### src/rtl/core/lsm_pkg.sv
`timescale 1ns / 1ps
`default_nettype none

package lsm_pkg;

    localparam int SLOTS      = 64;
    localparam int TIME_BITS  = 48;
    localparam int COUNT_BITS = 32;
    localparam int SLOT_W     = 6;
    localparam int OUT_TIME_W = 48;
    localparam int IDX_W      = $clog2(SLOTS);
    localparam int DIV_CNT_W  = $clog2(TIME_BITS + 1);

    localparam logic [1:0] FUNC_ENTER = 2'd0;
    localparam logic [1:0] FUNC_EXIT  = 2'd1;
    localparam logic [1:0] FUNC_CLEAR = 2'd2;
    localparam logic [1:0] FUNC_READ  = 2'd3;

    localparam logic [COUNT_BITS-1:0] COUNT_MAX = '1;
    localparam logic [TIME_BITS-1:0]  TIME_ONES = '1;

    typedef logic [TIME_BITS-1:0] time_t;

    typedef struct packed {
        logic [COUNT_BITS-1:0] count;
        time_t                 min_t;
        time_t                 max_t;
        time_t                 mean_t;
    } stats_t;

    localparam stats_t STATS_RESET = '{
        count:  '0,
        min_t:  TIME_ONES,
        max_t:  '0,
        mean_t: '0
    };

    typedef struct packed {
        logic accept;
        logic eval;
        logic emit;
        logic div_start;
        logic writeback;
    } lsm_cmd_t;

    typedef struct packed {
        logic need_div;
        logic div_done;
    } lsm_status_t;

endpackage

`default_nettype wire

### src/rtl/core/lsm_ctrl.sv
`timescale 1ns / 1ps
`default_nettype none

module lsm_ctrl
    import lsm_pkg::*;
(
    input  wire logic        clk,
    input  wire logic        rst_n,
    input  wire logic        start,
    input  wire logic [1:0]  func,
    input  wire lsm_status_t status,
    output lsm_cmd_t         cmd,
    output logic             busy
);

    localparam logic [1:0] S_IDLE = 2'd0;
    localparam logic [1:0] S_EVAL = 2'd1;
    localparam logic [1:0] S_DIV  = 2'd2;
    localparam logic [1:0] S_WB   = 2'd3;

    logic [1:0] state_reg, state_next;

    always_comb
    begin
        state_next    = state_reg;
        cmd           = '0;
        cmd.accept    = start && (state_reg == S_IDLE);
        unique case (state_reg)
            S_IDLE:
            begin
                // enter and clear finish at the accept edge
                if (cmd.accept && (func == FUNC_EXIT || func == FUNC_READ))
                    state_next = S_EVAL;
            end
            S_EVAL:
            begin
                cmd.eval = 1'b1;
                if (status.need_div)
                begin
                    cmd.div_start = 1'b1;
                    state_next    = S_DIV;
                end
                else
                begin
                    cmd.emit   = 1'b1;
                    state_next = S_IDLE;
                end
            end
            S_DIV:
            begin
                if (status.div_done)
                    state_next = S_WB;
            end
            S_WB:
            begin
                cmd.writeback = 1'b1;
                state_next    = S_IDLE;
            end
            default:
            begin
                state_next = S_IDLE;
            end
        endcase
    end

    always_ff @(posedge clk or negedge rst_n)
    begin
        if (!rst_n)
            state_reg <= S_IDLE;
        else
            state_reg <= state_next;
    end

    assign busy = (state_reg != S_IDLE);

endmodule

`default_nettype wire

### config.mk
export PLATFORM = sky130hd
export DESIGN_NAME = lsm_ctrl
export DESIGN_NICKNAME = d
export VERILOG_FILES = /design/src/rtl/core/lsm_pkg.sv /design/src/rtl/core/lsm_ctrl.sv
export SDC_FILE = /design/constraint.sdc
export NUM_CORES = 1
export LEC_CHECK = 0
export BUFFER_PORTS_ARGS = -buffer_cell sky130_fd_sc_hd__buf_2
export CAP_MARGIN = 20
export CELL_PAD_IN_SITES_DETAIL_PLACEMENT = 0
export CELL_PAD_IN_SITES_GLOBAL_PLACEMENT = 1
export CORE_AREA = 2 2 39 41
export DETAILED_ROUTE_END_ITERATION = 12
export DIE_AREA = 0 0 41 43
export PLACE_DENSITY_LB_ADDON = 0.1
export SYNTH_ARGS = -nofsm -noshare
export SYNTH_HDL_FRONTEND = slang
export SYNTH_SLANG_ARGS = --single-unit
### constraint.sdc
create_clock -name clk -period 0.9 [get_ports clk]
set_input_delay 0.045 -clock clk [delete_from_list [all_inputs] [get_ports clk]]
set_output_delay 0.045 -clock clk [all_outputs]
set_load 0.01 [all_outputs]
==> results of run 1 <==
-- layout make-up --
class / count / area share [%]
inverters: 2 / 2.80
clock buffers: 3 / 8.41
well taps: 16 / 7.48
multi-input cells: 10 / 26.6
flip-flops and latches: 2 / 19.2
repair buffers: 15 / 35.5
-- synthesized netlist by cell type (all sizes together) --
master,n
a21o,1
and2,1
and3b,1
dfrtp,2
inv,2
nand2,1
nand3b,1
nor2,2
nor3,1
o21ai,1
or2,1
-- through the flow --
stage               cells  worst slack [ns]
global placement       43           -0.0251
finish                 48            -0.247
global route           48            -0.294
detailed placement     43           -0.0203
CTS                    48            -0.268
floorplan              14            0.0120
-- cells by family after synthesis --
kind of cell	Yosys count	synth area share, %
AOI/OAI and AO/OA	2	10.9
buffers and inverters	2	6.52
DFF	2	43.5
and+or+nand+nor	8	39.1
-- per-layer routing --
layer	part of all wire [%]	vias to the layer above	global-route usage [%]
li1	-	81	-
met1	34	71	5.75
met3	6.3	0	0
met4	0	0	8.00
met5	0	-	0
met2	59	6	8.75
-- timing repair --
item                                   4_1_cts  5_1_grt
hold buffers                                 1        0
gates resized for setup                      2        4
pin swaps                                    0        1
setup endpoints to repair                    7        8
buffers inserted                             1        0
endpoints found under the hold margin        2        0
-- worst max-delay path: cells and delay by family, from the launching register on --
kind	cells	cell delay, ns
and+or+nand+nor	2	0.35
DFF	1	0.41
buffers and inverters	1	0.12
-- worst min-delay path by stage --
stage | start | end | slack, ns | cells after the start
final | status[0] | state_reg[0]$_DFFE_PN0P_ | 0.08 | 3
after global routing | func[0] | state_reg[0]$_DFFE_PN0P_ | 0.10 | 3
after CTS | func[0] | state_reg[0]$_DFFE_PN0P_ | 0.07 | 3
after detailed placement | rst_n | state_reg[0]$_DFFE_PN0P_ | -0.17 | 1
after global placement | rst_n | asynchronous set/reset pin | -0.17 | 1
after floorplan | rst_n | asynchronous set/reset pin | -0.25 | 0
-- where the power goes --
group / total [W] / switching [W] / internal [W]
logic: 0.000397 / 0.000171 / 0.000226
registers: 0.000177 / 0.0000485 / 0.000129
clock network: 0.000197 / 0.0000497 / 0.000147
==> results.md, run 1 <==
- I/O Pins: 13
- Final setup fails: 7
- DRC: 0
- CP Launch Type: flop
- Maximum VDD drop: 662 uV
- Relative slew slack: 90.1%
- Slew @ Worst Pin: 0.148 ns
- Syn Area/Cell: 8.22 sq um
- Initial antenna violation count: 0
- Critical-path top delay cell: dfrtp_1
- DRT Pass-1 Iters: 1
- Fin crit share: 127%
- Min Hold Slack: 0.0775 ns
- Slowest Stage Delay on Critical Path: 0.41 ns
- Initial Util: 8.32%
- Nets@finish: 41
- Setup tns final: -1.16 ns
- Setup WS post-layout: -0.247 ns
- FF-to-FF setup slack: -0.08 ns
- Gr ovfl total: 0
- Worst skew pair latency: 0.22 ns
- Die width: 41 microns
- Layout Cell Area excl Fill: 268 sq um
- Root Buffer: clkbuf_4
- Slew Limit Fails: 0
- Layout filler cell count: 158
- Synth top area cells: dfrtp_1 43%, and3b_1 7.6%, a21o_1 6.5%, inv_1 6.5%, nand3b_1 6.5%
- HPWL after detailed placement: 324 microns
- Clock sinks: 2
- Core area: 0.00138 sq mm
- Routed Antenna Nets: 0
- Register area share after synthesis: 43.5%
- Post-detailed-routing wire length: 397 microns
- RSZ-0062 raised after global routing: yes
- Final Hold Viols: 0
- Critical Path RT: 0.85 ns
- Area occupied by multi-input gates: 71.3 sq um
- H-tree depth: 1
- Die Area: 0.00176 sq mm
- Placer Congestion: 0.582
- Worst setup endpoint: cmd[4]
- Core Util, Final: 19.3%
- Setup Skew: 0.000870 ns
- Yosys top cell area share: 43.5%
- Final Critical Period: 1.15 ns
- CTS tree: built
- Total CTS buffers: 3
- Most frequent cells in the layout: 11 x buf_2, 3 x clkbuf_4, 2 x inv_1, 2 x buf_6
- DR iter-0 viols: 0
- Register area: 51.3 sq um
- Crit. End Element: output port
- Hold/Removal Path Class: in2reg
- Crit-path cells: or2_4 -> nor2_2 -> buf_2
- Vias: 158
- Flops & latches, synth: 2
- Largest net degree at the start of global routing: 6
- Crit Path Class: reg2out
- Critical path startpoint: state_reg[0]$_DFFE_PN0P_
- Warnings, synthesis: 0
- Post-synthesis cell type count: 11
- Failing checks: negative setup slack
- Biggest area consumer among synthesized cells: dfrtp_1
- Clk pin slew, worst setup/hold paths: 0.03 ns
- CP arrival: 1.10 ns
- Power Density: 2880 mW/mm^2
- Vias in the first global route: 185
- Crit path max fanout: 5
- Maximum operating frequency: 872 MHz
- Total Power: 0.000771 W
- Post-synthesis cell count: 14
- Leak: 0.152 nW
- Outcome: complete, but fails checks
- Fraction of layout cells with a size suffix above 1: 68.8%
- Post-Syn Area: 115 sq um
- Floorplan row count: 14
- Post-DP Area: 208 sq um
- Tot GR Track Use: 5.81%
- Global-route wire length before repair: 634 microns
- R2r worst-path depth: 3
- R2r startpoint: state_reg[0]$_DFFE_PN0P_
- Vias per inst: 3.29
- Area Overhead vs Synth: 133%
- Antenna cell count: 0
- Synth Net Count: 21
- Clk buf depth: 2
- Most common cell after layout, fill and taps aside: buf_2
- Wirelength per Cell: 8.27 microns
- Port Buf Inserts: 11
- Max cap viols: 0
- Die H: 43 microns
Note: power is estimated with default switching activity, not from simulation.
==> run 2: changes to the inputs <==
--- a/config.mk
+++ b/config.mk
@@ -11,4 +11,5 @@
 export CELL_PAD_IN_SITES_GLOBAL_PLACEMENT = 1
 export CORE_AREA = 2 2 39 41
+export CTS_CLUSTER_DIAMETER = 80
 export DETAILED_ROUTE_END_ITERATION = 12
 export DIE_AREA = 0 0 41 43
==> constraint.sdc (replaced) <==
create_clock -name clk -period 0.9 [get_ports clk]
set_input_delay 0.045 -clock clk [delete_from_list [all_inputs] [get_ports clk]]
set_output_delay 0.045 -clock clk [all_outputs]
set_load 0.05 [all_outputs]
==> run 2 against run 1 <==
Net effect: the run still ends with negative setup slack left; final cell count increased by 4.2%; power increased by 61%; fmax decreased by 4.6%; via count increased by 6.3%; worst setup slack got worse by 0.055 ns; critical path type unchanged; largest power group unchanged.
==> results.md, run 2 (synthesis gave the netlist of run 1 again) <==
- Vias in the first global route: 186 (+0.54%)
- I/O Pins: 13 (unchanged)
- Setup Skew: 0.00762 ns (+0.00675 ns)
- Clk pin slew, worst setup/hold paths: 0.03 ns (about the same)
- Core area: 0.00138 sq mm (unchanged)
- Maximum operating frequency: 832 MHz (-4.6%)
- Outcome: complete, but fails checks
- Final Critical Period: 1.20 ns (+0.0550 ns)
- Placer Congestion: 0.643 (+11%)
- Most frequent cells in the layout: 6 x buf_2, 4 x buf_6, 3 x clkbuf_4, 3 x buf_8
- CP Launch Type: flop
- Failing checks: negative setup slack
- Gr ovfl total: 0 (unchanged)
- R2r worst-path depth: 3 (unchanged)
- Setup WS post-layout: -0.302 ns (-0.0550 ns)
- Slew Limit Fails: 0 (unchanged)
- Root Buffer: clkbuf_4
- Crit Path Class: reg2out
- Most common cell after layout, fill and taps aside: buf_2
- Clock sinks: 2 (unchanged)
- FF-to-FF setup slack: -0.12 ns (-0.04 ns)
- Routed Antenna Nets: 0 (unchanged)
- Port Buf Inserts: 11 (unchanged)
- Crit. End Element: output port
- H-tree depth: 1 (unchanged)
- DR iter-0 viols: 0 (unchanged)
- Maximum VDD drop: 880 uV (+33%)
- Fin crit share: 134% (+6.1 points)
- RSZ-0062 raised after global routing: yes
- Antenna cell count: 0 (unchanged)
- Die Area: 0.00176 sq mm (unchanged)
- Hold path start: func[0]
- Floorplan row count: 14 (unchanged)
- Die H: 43 microns (unchanged)
- CTS tree: built
- R2r startpoint: state_reg[0]$_DFFE_PN0P_
- Global-route wire length before repair: 690 microns (+8.8%)
- Fraction of layout cells with a size suffix above 1: 79.4% (+11 points)
- CP arrival: 1.16 ns (+0.06 ns)
- Initial Util: 8.32% (unchanged)
- Tot GR Track Use: 6.22% (+0.41 points)
- Nets@finish: 42 (+2.4%)
- Relative slew slack: 83.5% (-6.7 points)
- Hold EP: state_reg[0]$_DFFE_PN0P_
- Leak: 0.168 nW (+11%)
- Max cap viols: 0 (unchanged)
- Wirelength per Cell: 8.42 microns (+1.8%)
- Initial antenna violation count: 0 (unchanged)
- Die width: 41 microns (unchanged)
- Clk buf depth: 2 (unchanged)
- Hold Path Stages: 3 (unchanged)
- Worst skew pair latency: 0.23 ns (about the same)
- Largest net degree at the start of global routing: 6 (unchanged)
- DRT Pass-1 Iters: 1 (unchanged)
- DRC: 0 (unchanged)
- Slew @ Worst Pin: 0.250 ns (+0.102 ns)
- Area Overhead vs Synth: 197%
- Critical path startpoint: state_reg[0]$_DFFE_PN0P_
- Final setup fails: 8 (+1)
- Power Density: 3640 mW/mm^2 (+26%)
- Core Util, Final: 24.7% (+5.3 points)
- Hold/Removal Path Class: in2reg
- Min Hold Slack: 0.0694 ns (-0.00808 ns)
- Critical Path RT: 0.85 ns (about the same)
- Vias per inst: 3.36 (+2.1%)
- Layout filler cell count: 155 (-1.9%)
- Vias: 168 (+6.3%)
- Worst slack, placed: -0.197 ns (-0.176 ns)
- Final Hold Viols: 0 (unchanged)
- Post-detailed-routing wire length: 421 microns (+6.0%)
- Crit path max fanout: 4 (-1)
- Total CTS buffers: 3 (unchanged)
## run 2: repair_timing
action / 4_1_cts / 5_1_grt
setup endpoints to repair: 7 / 8
hold buffers: 1 / 0
endpoints found under the hold margin: 2 / 0
pin swaps: 2 / 2
resized for setup: 13 / 5
buffers inserted: 2 / 1
## run 2: worst max path at each step
stage | slack [ns] | to | cells after the start
after floorplan | -0.21 | cmd[4] | 2
after global placement | -0.20 | cmd[4] | 3
after detailed placement | -0.20 | cmd[4] | 3
after CTS | -0.32 | cmd[4] | 3
after global routing | -0.35 | cmd[4] | 3
final | -0.30 | cmd[4] | 3
## run 2: power breakdown
group / switching [W] / internal [W] / total, W
Clock: 0.0000587 / 0.000165 / 0.000224
Combinational: 0.000482 / 0.000362 / 0.000845
Sequential: 0.0000431 / 0.000132 / 0.000175
## run 2: metrics by stage
stage | setup TNS, ns | total power [W] | cells | cell area [sq um]
after detailed placement | -0.480 | 0.000801 | 42 | 224
final | -1.56 | 0.00124 | 50 | 342
after CTS | -1.69 | 0.00119 | 49 | 318
after global placement | -0.517 | 0.000804 | 42 | 224
after floorplan | -0.481 | 0.000651 | 14 | 141
after global routing | -1.94 | 0.00133 | 50 | 342
## run 2: metal layers
metal	GRT usage [%]	vias up	wire, microns
met1	7.07	75	158
met5	0	-	0
met4	8.00	0	0
met2	7.81	9	225
li1	-	84	-
met3	1.57	0	37
## run 2: critical path, cell delays in order (launching register included)
cell and delay (ns):
dfrtp_2 0.41, or2_4 0.28, nor2_4 0.09, buf_8 0.15
## run 2: area by class of cell
class / instances / area [sq um] / area share [%]
repair buffers: 16 / 145 / 42.5
multi-input cells: 10 / 90.1 / 26.4
flip-flops and latches: 2 / 52.6 / 15.4
clock buffers: 4 / 26.3 / 7.69
well taps: 16 / 20.0 / 5.86
inverters: 2 / 7.51 / 2.20
==> run 3: changes to the inputs <==
- clock period: 0.9 -> 1.52 ns (I/O delays scaled with it)
==> run 3 against run 2 <==
Net effect: the flow now finishes without violations; clock skew is 0.0050 ns lower; sequential power decreased by 42%; core utilization decreased by 8.0 points; final area shrank 33%; hold slack improved by 0.041 ns; global-route usage fell by 0.61 points; power is 58% lower; largest cell class is now multi-input combinational cells.
==> results.md, run 3 (synthesis gave the netlist of run 1 again) <==
- Outcome: finished clean
- Hold/Removal Path Class: in2reg
- Worst skew pair latency: 0.22 ns (about the same)
- Setup tns final: 0 ns (+1.56 ns)
- Fin crit share: 87.7%
- Slew @ Worst Pin: 0.249 ns (-0.000681 ns)
- Maximum VDD drop: 303 uV (-66%)
- Most common cell after layout, fill and taps aside: buf_2
- Vias in the first global route: 155 (-17%)
- Vias per inst: 3.27 (-2.8%)
- Fraction of layout cells with a size suffix above 1: 55.2% (-24 points)
- Met2 usage: 7.50% (-0.31 points)
- GR peak layer: met4
- Max cap viols: 0 (unchanged)
- Initial antenna violation count: 0 (unchanged)
- Core Util, Final: 16.6% (-8.0 points)
- Met1 usage: 5.43% (-1.6 points)
- Gr ovfl total: 0 (unchanged)
- Nets@finish: 38 (-9.5%)
- Relative slew slack: 83.5% (about the same)
- Vias: 147 (-13%)
- I/O Pins: 13 (unchanged)
- CP arrival: 1.26 ns (+0.10 ns)
- Root Buffer: clkbuf_4
- CP Launch Type: flop
- Most frequent cells in the layout: 11 x buf_2, 3 x clkbuf_4, 2 x inv_1, 2 x dfrtp_1
- FF-to-FF setup slack: 0.58 ns (+0.70 ns)
- Clk pin slew, worst setup/hold paths: 0.03 ns (about the same)
- Port Buf Inserts: 11 (unchanged)
- Area Overhead vs Synth: 100%
- Maximum operating frequency: 750 MHz
- Die Area: 0.00176 sq mm (unchanged)
- DRC: 0 (unchanged)
- Final setup fails: 0 (-8)
- Crit Path Class: reg2out
- Die H: 43 microns (unchanged)
- HPWL after detailed placement: 280 microns
- Total Power: 0.000521 W (-58%)
- Placer Congestion: 0.579 (-9.9%)
- Power Density: 2260 mW/mm^2 (-38%)
- Routed Antenna Nets: 0 (unchanged)
- Global-route wire length before repair: 586 microns (-15%)
- Hold EP: state_reg[0]$_DFFE_PN0P_
- FF-to-FF End: state_reg[0]$_DFFE_PN0P_
- Hold path start: func[0]
- Leak: 0.133 nW (-21%)
- Hold Path Stages: 3 (unchanged)
- Clk buf depth: 2 (unchanged)
- Die width: 41 microns (unchanged)
- Crit. End Element: output port
- Total CTS buffers: 3 (unchanged)
- Largest net degree at the start of global routing: 8 (+2)
- CTS tree: built
- Post-CTS setup buffer count: 0 (-2)
- Initial Util: 8.32% (unchanged)
- Wirelength per Cell: 7.80 microns (-7.4%)
- Final Hold Viols: 0 (unchanged)
- Floorplan row count: 14 (unchanged)
- Core area: 0.00138 sq mm (unchanged)
- Crit path max fanout: 7 (+3)
- Slew Limit Fails: 0 (unchanged)
- Met3 Use GR: 1.57% (unchanged)
- Clock sinks: 2 (unchanged)
- RSZ-0062 raised after global routing: no
- DRT Pass-1 Iters: 2 (+1)
- Post-detailed-routing wire length: 351 microns (-17%)
- R2r worst-path depth: 2 (-1)
- Antenna cell count: 0 (unchanged)
- Setup Skew: 0.00258 ns (-0.00503 ns)
- Tot GR Track Use: 5.61% (-0.61 points)
- Critical Path RT: 1.44 ns (+0.59 ns)
- Final Critical Period: 1.33 ns
- H-tree depth: 1 (unchanged)
- DR iter-0 viols: 2 (+2)
## run 3: cell count changes in the layout (fill, tap and decap cells not counted), sizes merged
cell | before | now
clkbuf | 4 | 3
buf | 15 | 11
## run 3: worst max-delay path by stage
stage                     start      to  slack, ns  depth (start not counted)
after global routing       flop  cmd[4]       0.09                          3
after global placement     flop  cmd[4]       0.41                          3
final                      flop  cmd[4]       0.19                          3
after detailed placement   flop  cmd[4]       0.41                          3
after floorplan            flop  cmd[4]       0.10                          2
after CTS                  flop  cmd[4]       0.16                          3
## run 3: layout make-up
type / count / area (sq um)
multi-input combinational: 10 / 65.1
timing repair buffer: 12 / 65.1
sequential: 2 / 50.0
clock buffer: 3 / 22.5
fill: 165 / 1150
inverter: 2 / 7.51
tap: 16 / 20.0
## run 3: timing repair
item,in CTS,in global routing
endpoints found under the hold margin,2,0
resized for setup,0,0
hold buffers,1,0
## run 3: through the flow
stage          instance area [sq um]  hold WS (ns)  std cells  setup WS (ns)
2_1_floorplan                    123        -0.220         14          0.100
3_3_place_gp                     198        -0.138         41          0.409
3_5_place_dp                     198        -0.136         41          0.407
4_1_cts                          230         0.109         45          0.160
5_1_grt                          230         0.152         45         0.0941
6_report                         230         0.110         45          0.187
## run 3: metal layers
metal,routed length [microns],vias up
li1,-,75
met1,124,66
met2,182,6
met3,45,0
met4,0,0
met5,0,-
## run 3: critical path, cell delays in order, from the launching register on
cell and delay, ns:
dfrtp_1 0.43, or2_1 0.27, nor2_2 0.08, buf_2 0.26
## run 3: power by group
part	internal, W	switching [W]	leakage, nW
Clock	0.0000870	0.0000287	0.0138
Sequential	0.0000741	0.0000274	0.0257
Combinational	0.0000762	0.000227	0.0938
